==> src/bba_ram.sv <==
// ----------------------------------------------------------------------------
// bba_ram
// Simple dual-port RAM, one write and one registered read port.
// ----------------------------------------------------------------------------
`default_nettype none

module bba_ram #(
    parameter int WIDTH = 32,
    parameter int DEPTH = 128,
    parameter int AW    = (DEPTH > 1) ? $clog2(DEPTH) : 1
) (
    input  wire logic             clk,
    input  wire logic             we,
    input  wire logic [AW-1:0]    waddr,
    input  wire logic [WIDTH-1:0] wdata,
    input  wire logic             re,
    input  wire logic [AW-1:0]    raddr,
    output logic      [WIDTH-1:0] rdata
);

    logic [WIDTH-1:0] mem [DEPTH];

    always_ff @(posedge clk)
    begin
        if (we)
        begin
            mem[waddr] <= wdata;
        end
        if (re)
        begin
            rdata <= mem[raddr];
        end
    end

endmodule

`default_nettype wire

==> config.mk <==
export PLATFORM = sky130hd
export DESIGN_NAME = bba_ram
export DESIGN_NICKNAME = d
export VERILOG_FILES = /design/src/bba_ram.sv
export SDC_FILE = /design/constraint.sdc
export NUM_CORES = 2
export LEC_CHECK = 0
export ABC_AREA = 1
export BUFFER_PORTS_ARGS = -buffer_cell sky130_fd_sc_hd__buf_2
export CAP_MARGIN = 20
export CORE_AREA = 4 4 648 650
export CTS_BUF_LIST = sky130_fd_sc_hd__clkbuf_16
export DETAILED_ROUTE_END_ITERATION = 16
export DIE_AREA = 0 0 652 654
export PLACE_DENSITY = 0.61
export SLEW_MARGIN = 10
export SYNTH_ARGS = -nofsm -noshare
export SYNTH_HDL_FRONTEND = slang
export SYNTH_SLANG_ARGS = --single-unit
==> constraint.sdc <==
create_clock -name clk -period 2.8 [get_ports clk]
set_input_delay 0.42 -clock clk [delete_from_list [all_inputs] [get_ports clk]]
set_output_delay 0.42 -clock clk [all_outputs]
set_load 0.1 [all_outputs]
=== Yosys cells after proc, flatten, opt, wreduce, memory -nomap -nowiden ===
Memory sizes are Yosys's and may differ from the RTL's. A register that Yosys moved wholly into a read port is not among the register bits.
Cells that the tools add are included.

* Bits in writable memories: 4096
* Bits in registers: 0
* Output and inout bits: 32
* Memories: 1
* Bits in read-only memories: 0
* Logic and storage cells: 3
* Latch bits: 0

* Magnitude comparators: 0
* Equal/unequal tests: 0
* Bitwise gates (word level): 0
* Multiplexer cells: 2
* Reduce and logical (&&, ||, !) cells: 0
* Div/mod/pow operators: 0
* $mul: 0
* Shift-type cells: 0
* Add/sub/neg operators: 0

{| class="wikitable"
|+ Memories
! memory !! depth !! bits a word !! rd ports !! clocked after memory_dff !! write ports !! line !! source
|-
| mem || 128 || 32 || 1 || 1 || 1 || 21 || <nowiki>logic [WIDTH-1:0] mem [DEPTH];</nowiki>
|}

{| class="wikitable"
|+ Operators by type and width
! cell !! number
|-
| $mux W1 || 2
|}

=== Longest topological paths before layout ===
* Depth after elaboration: 2
* Gate-level depth with buffers: 13
* Depth with buffers taken out: 9

=== Worst setup path before layout ===
Ideal clock, no wire load.

* Path type: input to register
* Start: input port we
* End: memory mem[105][0], enable pin
* Path slack: -0.018 ns
* Arrival: 2.397 ns
* Setup time: 0.421 ns
* Buffers on the path: 2
* Cell stages on the path: 4
* Cell sequence: clkbuf_1 nand2_1 clkbuf_1 nor2_1

* Cells in the longest elaborated chain, start to end: 2

{| class="wikitable"
|+ RTL lines
! what !! line !! source
|-
| start: declaration || 13 || <nowiki>input wire logic we,</nowiki>
|-
| $mux W1 || 25 || <nowiki>if (we)</nowiki>
|-
| $mux W1 (implied by the code) || 27 || <nowiki>mem[waddr] <= wdata;</nowiki>
|-
| end: declaration || 21 ||
|}

Every way passes these cells.

=== Final worst setup path ===
* Start: register rdata[1] (read register of mem)
* End: output port rdata[1]

{| class="wikitable"
|+ RTL lines
! what !! line !! source
|-
| start: declaration || 18 || <nowiki>output logic [WIDTH-1:0] rdata</nowiki>
|}

No word-level cell between the ends.

==> metrics.txt <==
outcome finished clean; Slew @ Worst Pin 1150 ps; DR pass1 iterations 6; fmax approximately 370 MHz; met1 Resource Use GR 0.324; worst-path fanout max 2; Setup TNS Final 0 ps; synth top area cells edfxtp_1, nand3_1, nand2_1; Critical Path End rdata[1]; Vias/cell ~5.6; largest family of logic cells by synthesized area simple AND/OR/NAND/NOR gates; power per cell area 677 nW/µm²; share of synthesized flip-flops with an asynchronous set or reset 0; GPL Wtd Cong between 0.8 and 0.9; internal power 100 mW; Synthesized Nets 13438; Leakage slightly below 70 nW; Setup crit end kind primary output; CP max stage cell edfxtp_1; area grow syn2layout 17.1%; maximum vdd drop 525 µV; Final Slew Violations 0; Die X between 600 and 700 µm; YS warnings 0; CP arrival roughly 2300 ps; clock root cell clkbuf_16; Post-synth EDFFs between 4000 and 5000; die height 654 µm; GRT Residual Overflow 0; ratio of cells with drive above 1 in the final layout 0.120; Filler cells 36023; Final period util 0.961; RSZ-0062 raised after global routing no; area of the multi-input gates around 37000 µm²; Avg Cell Area, Syn around 12 µm²; vias 110622; CTS Sinks 4128; clk slew on worst S/H paths roughly 60 ps; Netlist cell types 14; CTS Buf Count ~420; Reg2Reg Depth 9; r2r setup slk around 310 ps; Critical Path Stages 1; CTS tree built; Syn Inst Count 13389; Worst-Skew Late Latency 970 ps; CP bufs+invs 1; Reg area 124000 µm²; Worst Setup SP rdata[1]; switching power share of the total 0.232; maxcap violations 0; # setup viols final 0; Psw 30.4 mW; Slew headroom 0.234; hpwl dp 293000 µm; Synth Flop Type edfxtp_1; Post-Syn Area 165000 µm²; Synth Area in Compound Gates 0; Clock power frac 0.404; antenna violation net count after detailed routing 0; Net count, final 13987; first-pass GRT wire length 728000 µm; reg-to-reg endpoint rdata[6]; post-synthesis mux area share 0; WL/cell approximately 25 µm; clk buf depth 4; WP data required roughly 2400 ps; crit-path leading delay family flip-flops; initial DRC count 13491; Final Skew around 50 ps; Hold Crit Class primary input to flop; Routed WL 502000 µm; top cell type's share of synthesized area 0.751; depth of the CTS H-tree 5; Critical Path Source Type flop; Row Count 236; GR peak layer met2; register area share after synthesis 0.751; IO Pins 81; initial antenna violation count 29; Logic pwr share 0.072; leading area contributor after synthesis edfxtp_1; Initial Util 0.399; crit-path cells buf_2; core area 413000 µm²; Post-Synth XOR/XNOR Area 0; vias in the first global route 104401; Yosys reg bits slightly above 4000; Hold Vio Cnt, Final 0; post-synthesis simple-gate area fraction 0.220; largest net degree at the start of global routing 129; delay of the slowest critical-path stage just under 700 ps; port bufs 80; met3 usage 0.0352; Post-CTS Setup Bufs 0; Period minus WS final 2690 ps; die area 426000 µm²; synthesized-area fraction occupied by adder cells 0; worst reg2reg startpoint mem[91][6]; Post-Place Cells 18974; sequential share of power 0.524; Post-Layout Cell Count 19787; M2 GR Usage 0.363; Total GRT Usage 0.230; critical path class flop to primary output; DRC 0
[cell families (layout without fill, tap and decap cells)]
family,after synthesis,after routing
buffers and inverters,933,1830
DFF,4128,4128
other,0,27
and+or+nand+nor,8328,8328
[Yosys cell counts (8+ instances only)]
master	n
edfxtp_1	4128
nor3_1	8
buf_1	100
nand3_1	4035
nand2_1	4151
buf_2	602
buf_6	11
nor2_1	134
clkbuf_1	109
inv_1	20
buf_4	86
[power groups by stage]
stage	clock network, mW	logic [mW]	registers [mW]
2_1_floorplan	0	4.10	70.0
3_3_place_gp	0	9.19	69.7
3_5_place_dp	0	9.24	69.7
4_1_cts	53.4	9.30	68.4
5_1_grt	56.1	10.0	68.4
6_report	52.8	9.38	68.4
[metrics by stage]
step | hold slack, ps | cell area (µm²) | util | total power, mW | setup slack [ps]
global placement | 718 | 180000 | 0.436 | 78.9 | -505
floorplan | 519 | 165000 | - | 74.1 | -17.9
CTS | 9.61 | 193000 | 0.467 | 131 | 43.6
finish | 42.9 | 193000 | 0.467 | 131 | 110
global route | 46.6 | 193000 | 0.467 | 135 | 120
detailed placement | 715 | 180000 | 0.436 | 79.0 | -493
[cell type report]
type,instances,area share
Sequential cell,4128,0.642
Multi-Input combinational cell,8328,0.193
Timing Repair Buffer,1040,0.0619
Clock buffer,419,0.0543
Tap cell,5474,0.0355
Clock inverter,347,0.0121
Inverter,24,0.000739
Antenna cell,27,0.000350
[layout by cell type (no fill, tap or decap), types with 13 or more instances in the layout]
cell type	count
nand2_1	4143
edfxtp_1	4128
nand3_1	4035
buf_4	642
clkbuf_16	419
buf_12	334
nor2_4	128
inv_1	126
clkinv_1	111
clkinv_2	73
buf_2	40
diode_2	27
bufinv_16	24
dlygate4sd3_1	20
inv_6	13
[worst min path at each step]
stage / start / to / cells after the start
detailed placement: wdata[29] / mem[110][29] / 1
CTS: wdata[25] / mem[109][25] / 2
global placement: wdata[29] / mem[109][29] / 1
global route: wdata[25] / mem[109][25] / 2
floorplan: wdata[0] / mem[0][0] / 0
finish: wdata[25] / mem[109][25] / 2
[timing repair]
action	CTS	global route
hold buffers	20	0
gates resized for setup	2	0
hold endpoints to repair	410	0
endpoints found under the setup margin	2	0
[per-layer routing]
| layer | wire length, µm | vias to the layer above | share of wire |
|---|---|---|---|
| met5 | 81 | - | 0.00016 |
| met4 | 18700 | 10 | 0.037 |
| met3 | 46100 | 833 | 0.092 |
| met2 | 231000 | 5467 | 0.46 |
| met1 | 206000 | 55094 | 0.41 |
| li1 | - | 49218 | - |
[state kept, by name, summed over array words and instances (netlist names)]
register and cells:
mem 4096, rdata 32
Note: power is estimated with default switching activity, not from simulation.
