**config.mk**
```make
export PLATFORM = sky130hd
export DESIGN_NAME = bba_find
export DESIGN_NICKNAME = d
export VERILOG_FILES = /design/src/bba_pkg.sv /design/src/bba_find.sv
export SDC_FILE = /design/constraint.sdc
export NUM_CORES = 1
export LEC_CHECK = 0
export BUFFER_PORTS_ARGS = -buffer_cell sky130_fd_sc_hd__buf_4
export CORE_ASPECT_RATIO = 1.5
export CORE_MARGIN = 2
export CORE_UTILIZATION = 58
export DETAILED_ROUTE_END_ITERATION = 8
export PLACE_DENSITY = 0.74
export SLEW_MARGIN = 40
export SYNTH_ARGS = -nofsm -noshare
export SYNTH_HDL_FRONTEND = slang
export SYNTH_SLANG_ARGS = --single-unit
```
**constraint.sdc**
```tcl
create_clock -name vclk -period 11
set_input_delay 1.65 -clock vclk [all_inputs]
set_output_delay 1.65 -clock vclk [all_outputs]
set_load 0.01 [all_outputs]
```
**src/bba_pkg.sv**
```systemverilog
// ----------------------------------------------------------------------------
// bba_pkg
// Types and constants shared by the bitmap block allocator modules.
// ----------------------------------------------------------------------------
`default_nettype none

package bba_pkg;

    localparam int BLK_NUM_W = 12;  // block_number / allocated_block width
    localparam int TOTAL_W   = 13;  // total_blocks width, also the block limit
    localparam int SCAN_W    = 14;  // block arithmetic inside a map word scan

    localparam logic [1:0] OP_QUERY = 2'd0;
    localparam logic [1:0] OP_FREE  = 2'd1;
    localparam logic [1:0] OP_ALLOC = 2'd2;

    localparam logic [1:0] ST_OK       = 2'd0;
    localparam logic [1:0] ST_NO_SPACE = 2'd1;
    localparam logic [1:0] ST_ZERO     = 2'd2;
    localparam logic [1:0] ST_RANGE    = 2'd3;

    localparam logic CFG_TOTAL_BLOCKS      = 1'b0;
    localparam logic CFG_FIRST_ALLOC_BLOCK = 1'b1;

    typedef struct packed {
        logic [1:0]           opcode;
        logic [BLK_NUM_W-1:0] block_number;
    } cmd_t;

    typedef struct packed {
        logic [1:0]           status;
        logic                 is_free;
        logic [BLK_NUM_W-1:0] allocated_block;
    } rsp_t;

    typedef enum logic [2:0] {
        S_CLEAR,
        S_IDLE,
        S_QUERY,
        S_FREE,
        S_SCAN,
        S_DONE
    } state_t;

endpackage

`default_nettype wire

```
**src/bba_find.sv**
```systemverilog
// ----------------------------------------------------------------------------
// bba_find
// Lowest set bit of a map word whose block lies in [lo, hi).
// ----------------------------------------------------------------------------
`default_nettype none

module bba_find
    import bba_pkg::*;
#(
    parameter int W  = 32,
    parameter int OW = $clog2(W)
) (
    input  wire logic [W-1:0]      word,
    input  wire logic [SCAN_W-1:0] base,
    input  wire logic [SCAN_W-1:0] lo,
    input  wire logic [SCAN_W-1:0] hi,
    output logic                   found,
    output logic      [OW-1:0]     pos
);

    logic [W-1:0] cand;

    always_comb
    begin
        logic [SCAN_W-1:0] blk;
        for (int i = 0; i < W; i++)
        begin
            blk     = base + SCAN_W'(i);
            cand[i] = word[i] && (blk >= lo) && (blk < hi);
        end
    end

    always_comb
    begin
        found = |cand;
        pos   = '0;
        for (int i = W - 1; i >= 0; i--)
        begin
            if (cand[i])
            begin
                pos = OW'(i);
            end
        end
    end

endmodule

`default_nettype wire

```
# == Word level (Yosys, flattened, before mapping) ==
# Index checks and enable logic that the tools add are counted.
# W data, S select, Z words.
# classes
addsub,31
order_cmp,64
muxes,32
n_reduce_logical,65
# op_table
op,n
$ge A14 B14 Y1,32
$lt A14 B14 Y1,32
$add A14 B5 Y14 const B,16
$mux W5,32
$add A14 B4 Y14 const B,8
$logic_and A1 B1 Y1,64
$add A14 B3 Y14 const B,4
$reduce_or A32 Y1,1
$add A14 B2 Y14 const B,2
$add A14 B1 Y14 const B,1
# totals
regBits,0
output_inout_bits,6
wordCells,192

# == Depth between registers and ports, before layout ==
# Gate-level depths: netlist of run 1.
# depth
word_depth,36
mapped_depth,19
depth_no_buf,18

# == Least setup slack after synthesis of run 1 ==
# Ideal clock, no wire load.
# synth_timing
path_type,input to output
from,in base[4]
to,out pos[2]
arrival_ps,5622
required_time_ps,9350
slack_ps,3728
stages,19
path_buffers,2
cell_sequence,clkbuf_1 inv_2 ha_1 clkbuf_1 a21oi_1 inv_1 a31oi_1 nor2_1 xor2_1 ha_1 nand2_1 nor2_1 a2111oi_0 a211oi_1 o311a_4 nor4b_4 nor2b_1 a311o_1 a211oi_2
# synth_via
elab_chain_len,36
elab_cells_between_ends,191
cone_classes,add/sub: 31; order compare: 64; mux: 32; reduce/logical: 64
# synth_lines
item,line_no,source
from (decl),bba_find.sv:14,"input wire logic [SCAN_W-1:0] base,"
$add A14 B5 Y14,bba_find.sv:28,blk = base + SCAN_W'(i);
$ge A14 B14 Y1,bba_find.sv:29,cand[i] = word[i] && (blk >= lo) && (blk < hi);
$logic_and A1 B1 Y1 (2 in a row),bba_find.sv:29,
$mux W5 (31 in a row),bba_find.sv:39,if (cand[i])
$mux W5 *,bba_find.sv:39,
to (decl),bba_find.sv:18,output logic [OW-1:0] pos
# Mark *: on every way between the ends. The rest lies on a longest branch, timed or not.

# == Final worst setup path of run 1 ==
# layout_timing
from,in base[5]
to,out pos[2]
# Same word-level chain as after synthesis.

==> results by group, run 1 <==
Outcome
  • Status: finished, final reports clean

Placed design
  • # port buffers: 80
  • GPL Wtd Cong: 1.07
  • DP Worst Slack: 1960 ps
  • DPL Wire Length: 67900 µm

Yosys
  • Syn Inst Count: 2692
  • Net Count, Synth: 3482
  • Yosys warnings: 0
  • Cell Area, Synth: 0.0210 mm²
  • Post-synth top area cell: ha_1
  • Netlist cell types: 85
  • Seq/Total Area, Yosys: 0
  • Post-Syn Area per Cell: 7.79 µm²
  • Yosys top cell area share: 0.427
  • Top cells by area, synth: ha_1 (43%), xor2_1 (7.2%), xnor2_1 (5.3%), a21oi_1 (4.7%), nor2_1 (4.4%)

GRT
  • Largest net degree at the start of global routing: 44
  • Antenna violations before repair: 2
  • Tot GR Track Use: 0.481
  • First-pass GRT wire length: about 140000 µm
  • Vias in the first global route: 23570
  • Grt ovf: 0

Timing
  • Final setup vio count: 0
  • Period utilization: 0.849
  • Max_slew headroom: 0.338
  • Fin. max-slew vios: 0
  • FMAX: approximately 110 MHz
  • Worst Tran Pin Value: 986 ps
  • RSZ-0062 raised after global routing: no
  • Post-layout min period: 9340 ps
  • Setup slack after layout: ~1700 ps
  • Final Hold Fails: 0
  • Setup TNS: 0 ps

Worst setup path
  • CP max-delay cell: ha_1
  • CP required: 9350 ps
  • Endpoint type of the worst setup path: output port
  • CP Data Arrival Time: 7690 ps
  • CP Class: input pin to output port
  • CP Cell Sequence: buf_4 -> ha_1 -> and3_1 -> nand3_1 -> nor2_1 -> xor2_1 -> ha_1 -> a21o_1 -> a2111oi_0 -> nand3b_1 -> o21ai_0 -> o21ai_0 -> nand2b_1 -> a311o_1 -> a211oi_2 -> buf_4
  • Slowest cell delay on critical path: 690 ps
  • Max Fanout on Critical Path: 28
  • Startpoint types: input pin

Final layout
  • Seq Cell Count: 0
  • Nets: 3533
  • Area grow syn2layout: 6.03%
  • Fraction of layout cells with a size suffix above 1: 0.0609
  • Clock buf count: 0
  • Fillers: ~3400
  • Footprint of the multi-input gates: between 0.02 and 0.025 mm²
  • Register area: 0 µm²

Floorplanning
  • Die Width: between 150 and 200 µm
  • Starting density of the core: 0.587
  • Row cnt: 85
  • Num ports: 80
  • Die Span Y: about 240 µm
  • Total core area: 0.0357 mm²
  • Die area: 0.0377 mm²

CTS
  • CTS Hold Bufs: 0
  • Post-CTS Resized: 0
  • Post-CTS Setup Repair Bufs: 0

Route
  • Initial DRT Pass Iterations: 9
  • Routed vias: 23354
  • Antenna-violating nets left: 0
  • Total Wirelength: ~94000 µm
  • Drt drc: 0
  • Initial DRC Count: approximately 2400
  • Vias/cell: between 7 and 8
  • Drt wl/cell: 29.2 µm

Hold path
  • Worst min path class: input pin to output port
  • Hold depth: 6

Job
  • Max Cap Viol: 0
## routing by layer
layer | routed length, µm | share of wire | track usage
met5 | 23 | 0.00024 | 0
met4 | 11000 | 0.12 | 0.434
met3 | 10900 | 0.12 | 0.0965
met1 | 32100 | 0.34 | 0.536
met2 | 40200 | 0.43 | 0.774
## critical path: cells and delay by family
kind | cells | cell delay, ps
XOR/XNOR | 1 | 250
AO/OA/AOI/OAI | 6 | 2210
buffers and inverters | 2 | 640
AND/OR/NAND/NOR | 5 | 1940
adder cells (fa/ha/maj) | 2 | 980
## stage by stage
step / instances / hold slack (ps) / utilization / area, µm²
detailed placement: 3219 / 4120 / 0.622 / 22200
global route: 3219 / 4180 / 0.622 / 22200
finish: 3220 / 4130 / 0.622 / 22200
global placement: 3219 / 4130 / 0.621 / 22200
CTS: 3219 / 4120 / 0.622 / 22200
floorplan: 2692 / 3730 / - / 21000
## cell usage after synthesis, drive strengths merged (10+ instances only)
library cell,number
a2111oi,22
a211o,26
a211oi,41
a21o,94
a21oi,198
a31oi,29
and3,22
and4,17
buf,18
clkbuf,56
ha,716
inv,95
nand2,172
nand2b,29
nand3,95
nand4,64
nor2,246
nor2b,36
nor3,34
nor4,15
o2111ai,27
o211ai,35
o21a,28
o21ai,105
o22ai,11
or3,10
xnor2,126
xor2,173
## final cells by class
class / count / area share
well taps: 478 / 0.0269
multi-input cells: 2523 / 0.915
repair buffers: 123 / 0.0417
diodes: 1 / 0.000113
inverters: 95 / 0.0161
## cells by family (layout without fill, tap and decap cells)
logic type / after synthesis / count (layout) / share of synthesized area
buffers and inverters: 169 / 218 / 0.0311
XOR/XNOR: 299 / 299 / 0.125
AND/OR/NAND/NOR: 791 / 791 / 0.187
other: 0 / 1 / 0
adder cells (fa/ha/maj): 716 / 716 / 0.427
AO/OA/AOI/OAI: 717 / 717 / 0.230
## cell usage in the layout (no fill, tap or decap), drive strengths merged, types with 86 or more instances in the layout
| master | n |
|---|---|
| o21ai | 105 |
| nor2 | 246 |
| nand2 | 172 |
| buf | 123 |
| inv | 86 |
| ha | 716 |
| a21o | 94 |
| nand3 | 95 |
| xor2 | 173 |
| xnor2 | 126 |
| a21oi | 198 |
## final timing paths
check | start | slack [ps] | end
max | base[5] | 1660 | pos[2]
min | word[24] | 4130 | pos[1]
==> run 2, diff against run 1 <==
==> constraint.sdc (replaced) <==
create_clock -name vclk -period 9.2
set_input_delay 1.38 -clock vclk [all_inputs]
set_output_delay 1.38 -clock vclk [all_outputs]
set_load 0.01 [all_outputs]
==> results by group, run 2 (synthesis gave the netlist of run 1 again) <==
GRT
  • Tot GR Track Use: 0.495 (+0.0134)
  • Grt ovf: 0 (unchanged)
  • First-pass GRT wire length: 143000 µm (+2.7%)
  • Vias in the first global route: 24367 (+3.4%)
  • Largest net degree at the start of global routing: 33 (-25%)
  • Antenna violations before repair: 1 (-1)

Job
  • Max Cap Viol: 0 (unchanged)

Floorplanning
  • Starting density of the core: 0.587 (unchanged)
  • Die area: 0.0377 mm² (unchanged)
  • Total core area: 0.0357 mm² (unchanged)
  • Die Width: 159 µm (unchanged)
  • Die Span Y: 237 µm (unchanged)
  • Num ports: 80 (unchanged)
  • Row cnt: 85 (unchanged)

Timing
  • Final Hold Fails: 0 (unchanged)
  • RSZ-0062 raised after global routing: no
  • FMAX: 118 MHz
  • Hold slack: 3650 ps (-483 ps)
  • Period utilization: 0.919
  • Fin. max-slew vios: 0 (unchanged)
  • Max_slew headroom: 0.395 (+0.0574)
  • Worst Tran Pin Value: 906 ps (-80.5 ps)
  • Final setup vio count: 0 (unchanged)
  • Post-layout min period: roughly 8500 ps
  • Setup TNS: 0 ps (unchanged)

Hold path
  • Worst min path class: input pin to output port
  • Hold depth: 7 (+1)

Route
  • Initial DRC Count: 2746 (+16%)
  • Antenna-violating nets left: 0 (unchanged)
  • Routed vias: 23966 (+2.6%)
  • Vias/cell: 7.39 (+2.0%)
  • Drt drc: 0 (unchanged)
  • Initial DRT Pass Iterations: 7 (-2)
  • Drt wl/cell: 29.9 µm (+2.3%)
  • Total Wirelength: 96900 µm (+2.9%)

Placed design
  • GPL Wtd Cong: 1.13 (+6.1%)
  • DPL Wire Length: 69400 µm (+2.1%)
  • # port buffers: 80 (unchanged)

Worst setup path
  • CP Class: input pin to output port
  • Max Fanout on Critical Path: 16 (-43%)
  • CP required: 7820 ps (-1530 ps)
  • Levels on crit path: 20 (+4)
  • Buf+Inv Stages, Crit Path: 6 (+4)
  • CP Data Arrival Time: 7080 ps (-610 ps)
  • Delay-heaviest family, CP: compound AO/OA/AOI/OAI gates
  • Endpoint type of the worst setup path: output port
  • CP max-delay cell: nand3_1
  • Slowest cell delay on critical path: 590 ps (-100 ps)
  • Most frequent CP cell: buf_4
  • CP Cell Sequence: buf_4 -> buf_4 -> nand2_1 -> nor2_1 -> buf_4 -> nand3_1 -> buf_4 -> nor2_1 -> xor2_1 -> ha_1 -> a211oi_1 -> nand2_1 -> a2111oi_0 -> nand3_1 -> o211ai_1 -> o21ai_0 -> nor4_1 -> inv_1 -> a31oi_1 -> buf_4
  • Startpoint types: input pin

Final layout
  • Area grow syn2layout: 6.71%
  • Commonest non-fill, non-tap cell in the layout: ha_1
  • Register area: 0 µm² (unchanged)
  • Fraction of layout cells with a size suffix above 1: 0.0670 (+0.00608)
  • Seq Cell Count: 0 (unchanged)
  • Commonest cells after routing, fill and taps aside: ha_1 (715), nor2_1 (246), a21oi_1 (196)
  • Post-layout util: 0.626 (+0.00396)
  • Clock buf count: 0 (unchanged)
  • Fillers: 3342 (-0.33%)
  • Nets: 3553 (+0.57%)

CTS
  • Post-CTS Setup Repair Bufs: 0 (unchanged)
  • Post-CTS Resized: 0 (unchanged)
  • CTS Hold Bufs: 0 (unchanged)

Outcome
  • Status: finished, final reports clean
## run 2: cell count changes in the layout (fill, tap and decap cells not counted), sizes merged
| cell | change |
|---|---|
| buf | +19 |
| clkbuf | +1 |
| diode | +1 |
## run 2: final cells by class
type,instances,area (µm²),share of cell area
Inverter,95,359,0.0160
Tap cell,478,598,0.0267
Antenna cell,2,5.00,0.000224
Timing Repair Buffer,143,1070,0.0476
Multi-Input combinational cell,2523,20400,0.909
## run 2: per-stage QoR
stage | setup slack [ps] | cells | area [µm²]
floorplan | 2470 | 2692 | 21000
global placement | 929 | 3235 | 22300
detailed placement | 1150 | 3235 | 22300
CTS | 1140 | 3235 | 22300
global route | 611 | 3239 | 22400
finish | 742 | 3241 | 22400
## run 2: routing by layer
layer / part of all wire / GRT usage / routed length (µm) / vias up
met5: 0 / 0 / 0 / -
met2: 0.42 / 0.772 / 40400 / 1824
met1: 0.33 / 0.536 / 32200 / 10951
li1: - / - / - / 10361
met3: 0.12 / 0.119 / 11600 / 830
met4: 0.13 / 0.501 / 12600 / 0
## run 2: path summary, 6_finish.rpt
path | from | to
max | base[9] | pos[3]
min | word[24] | pos[3]
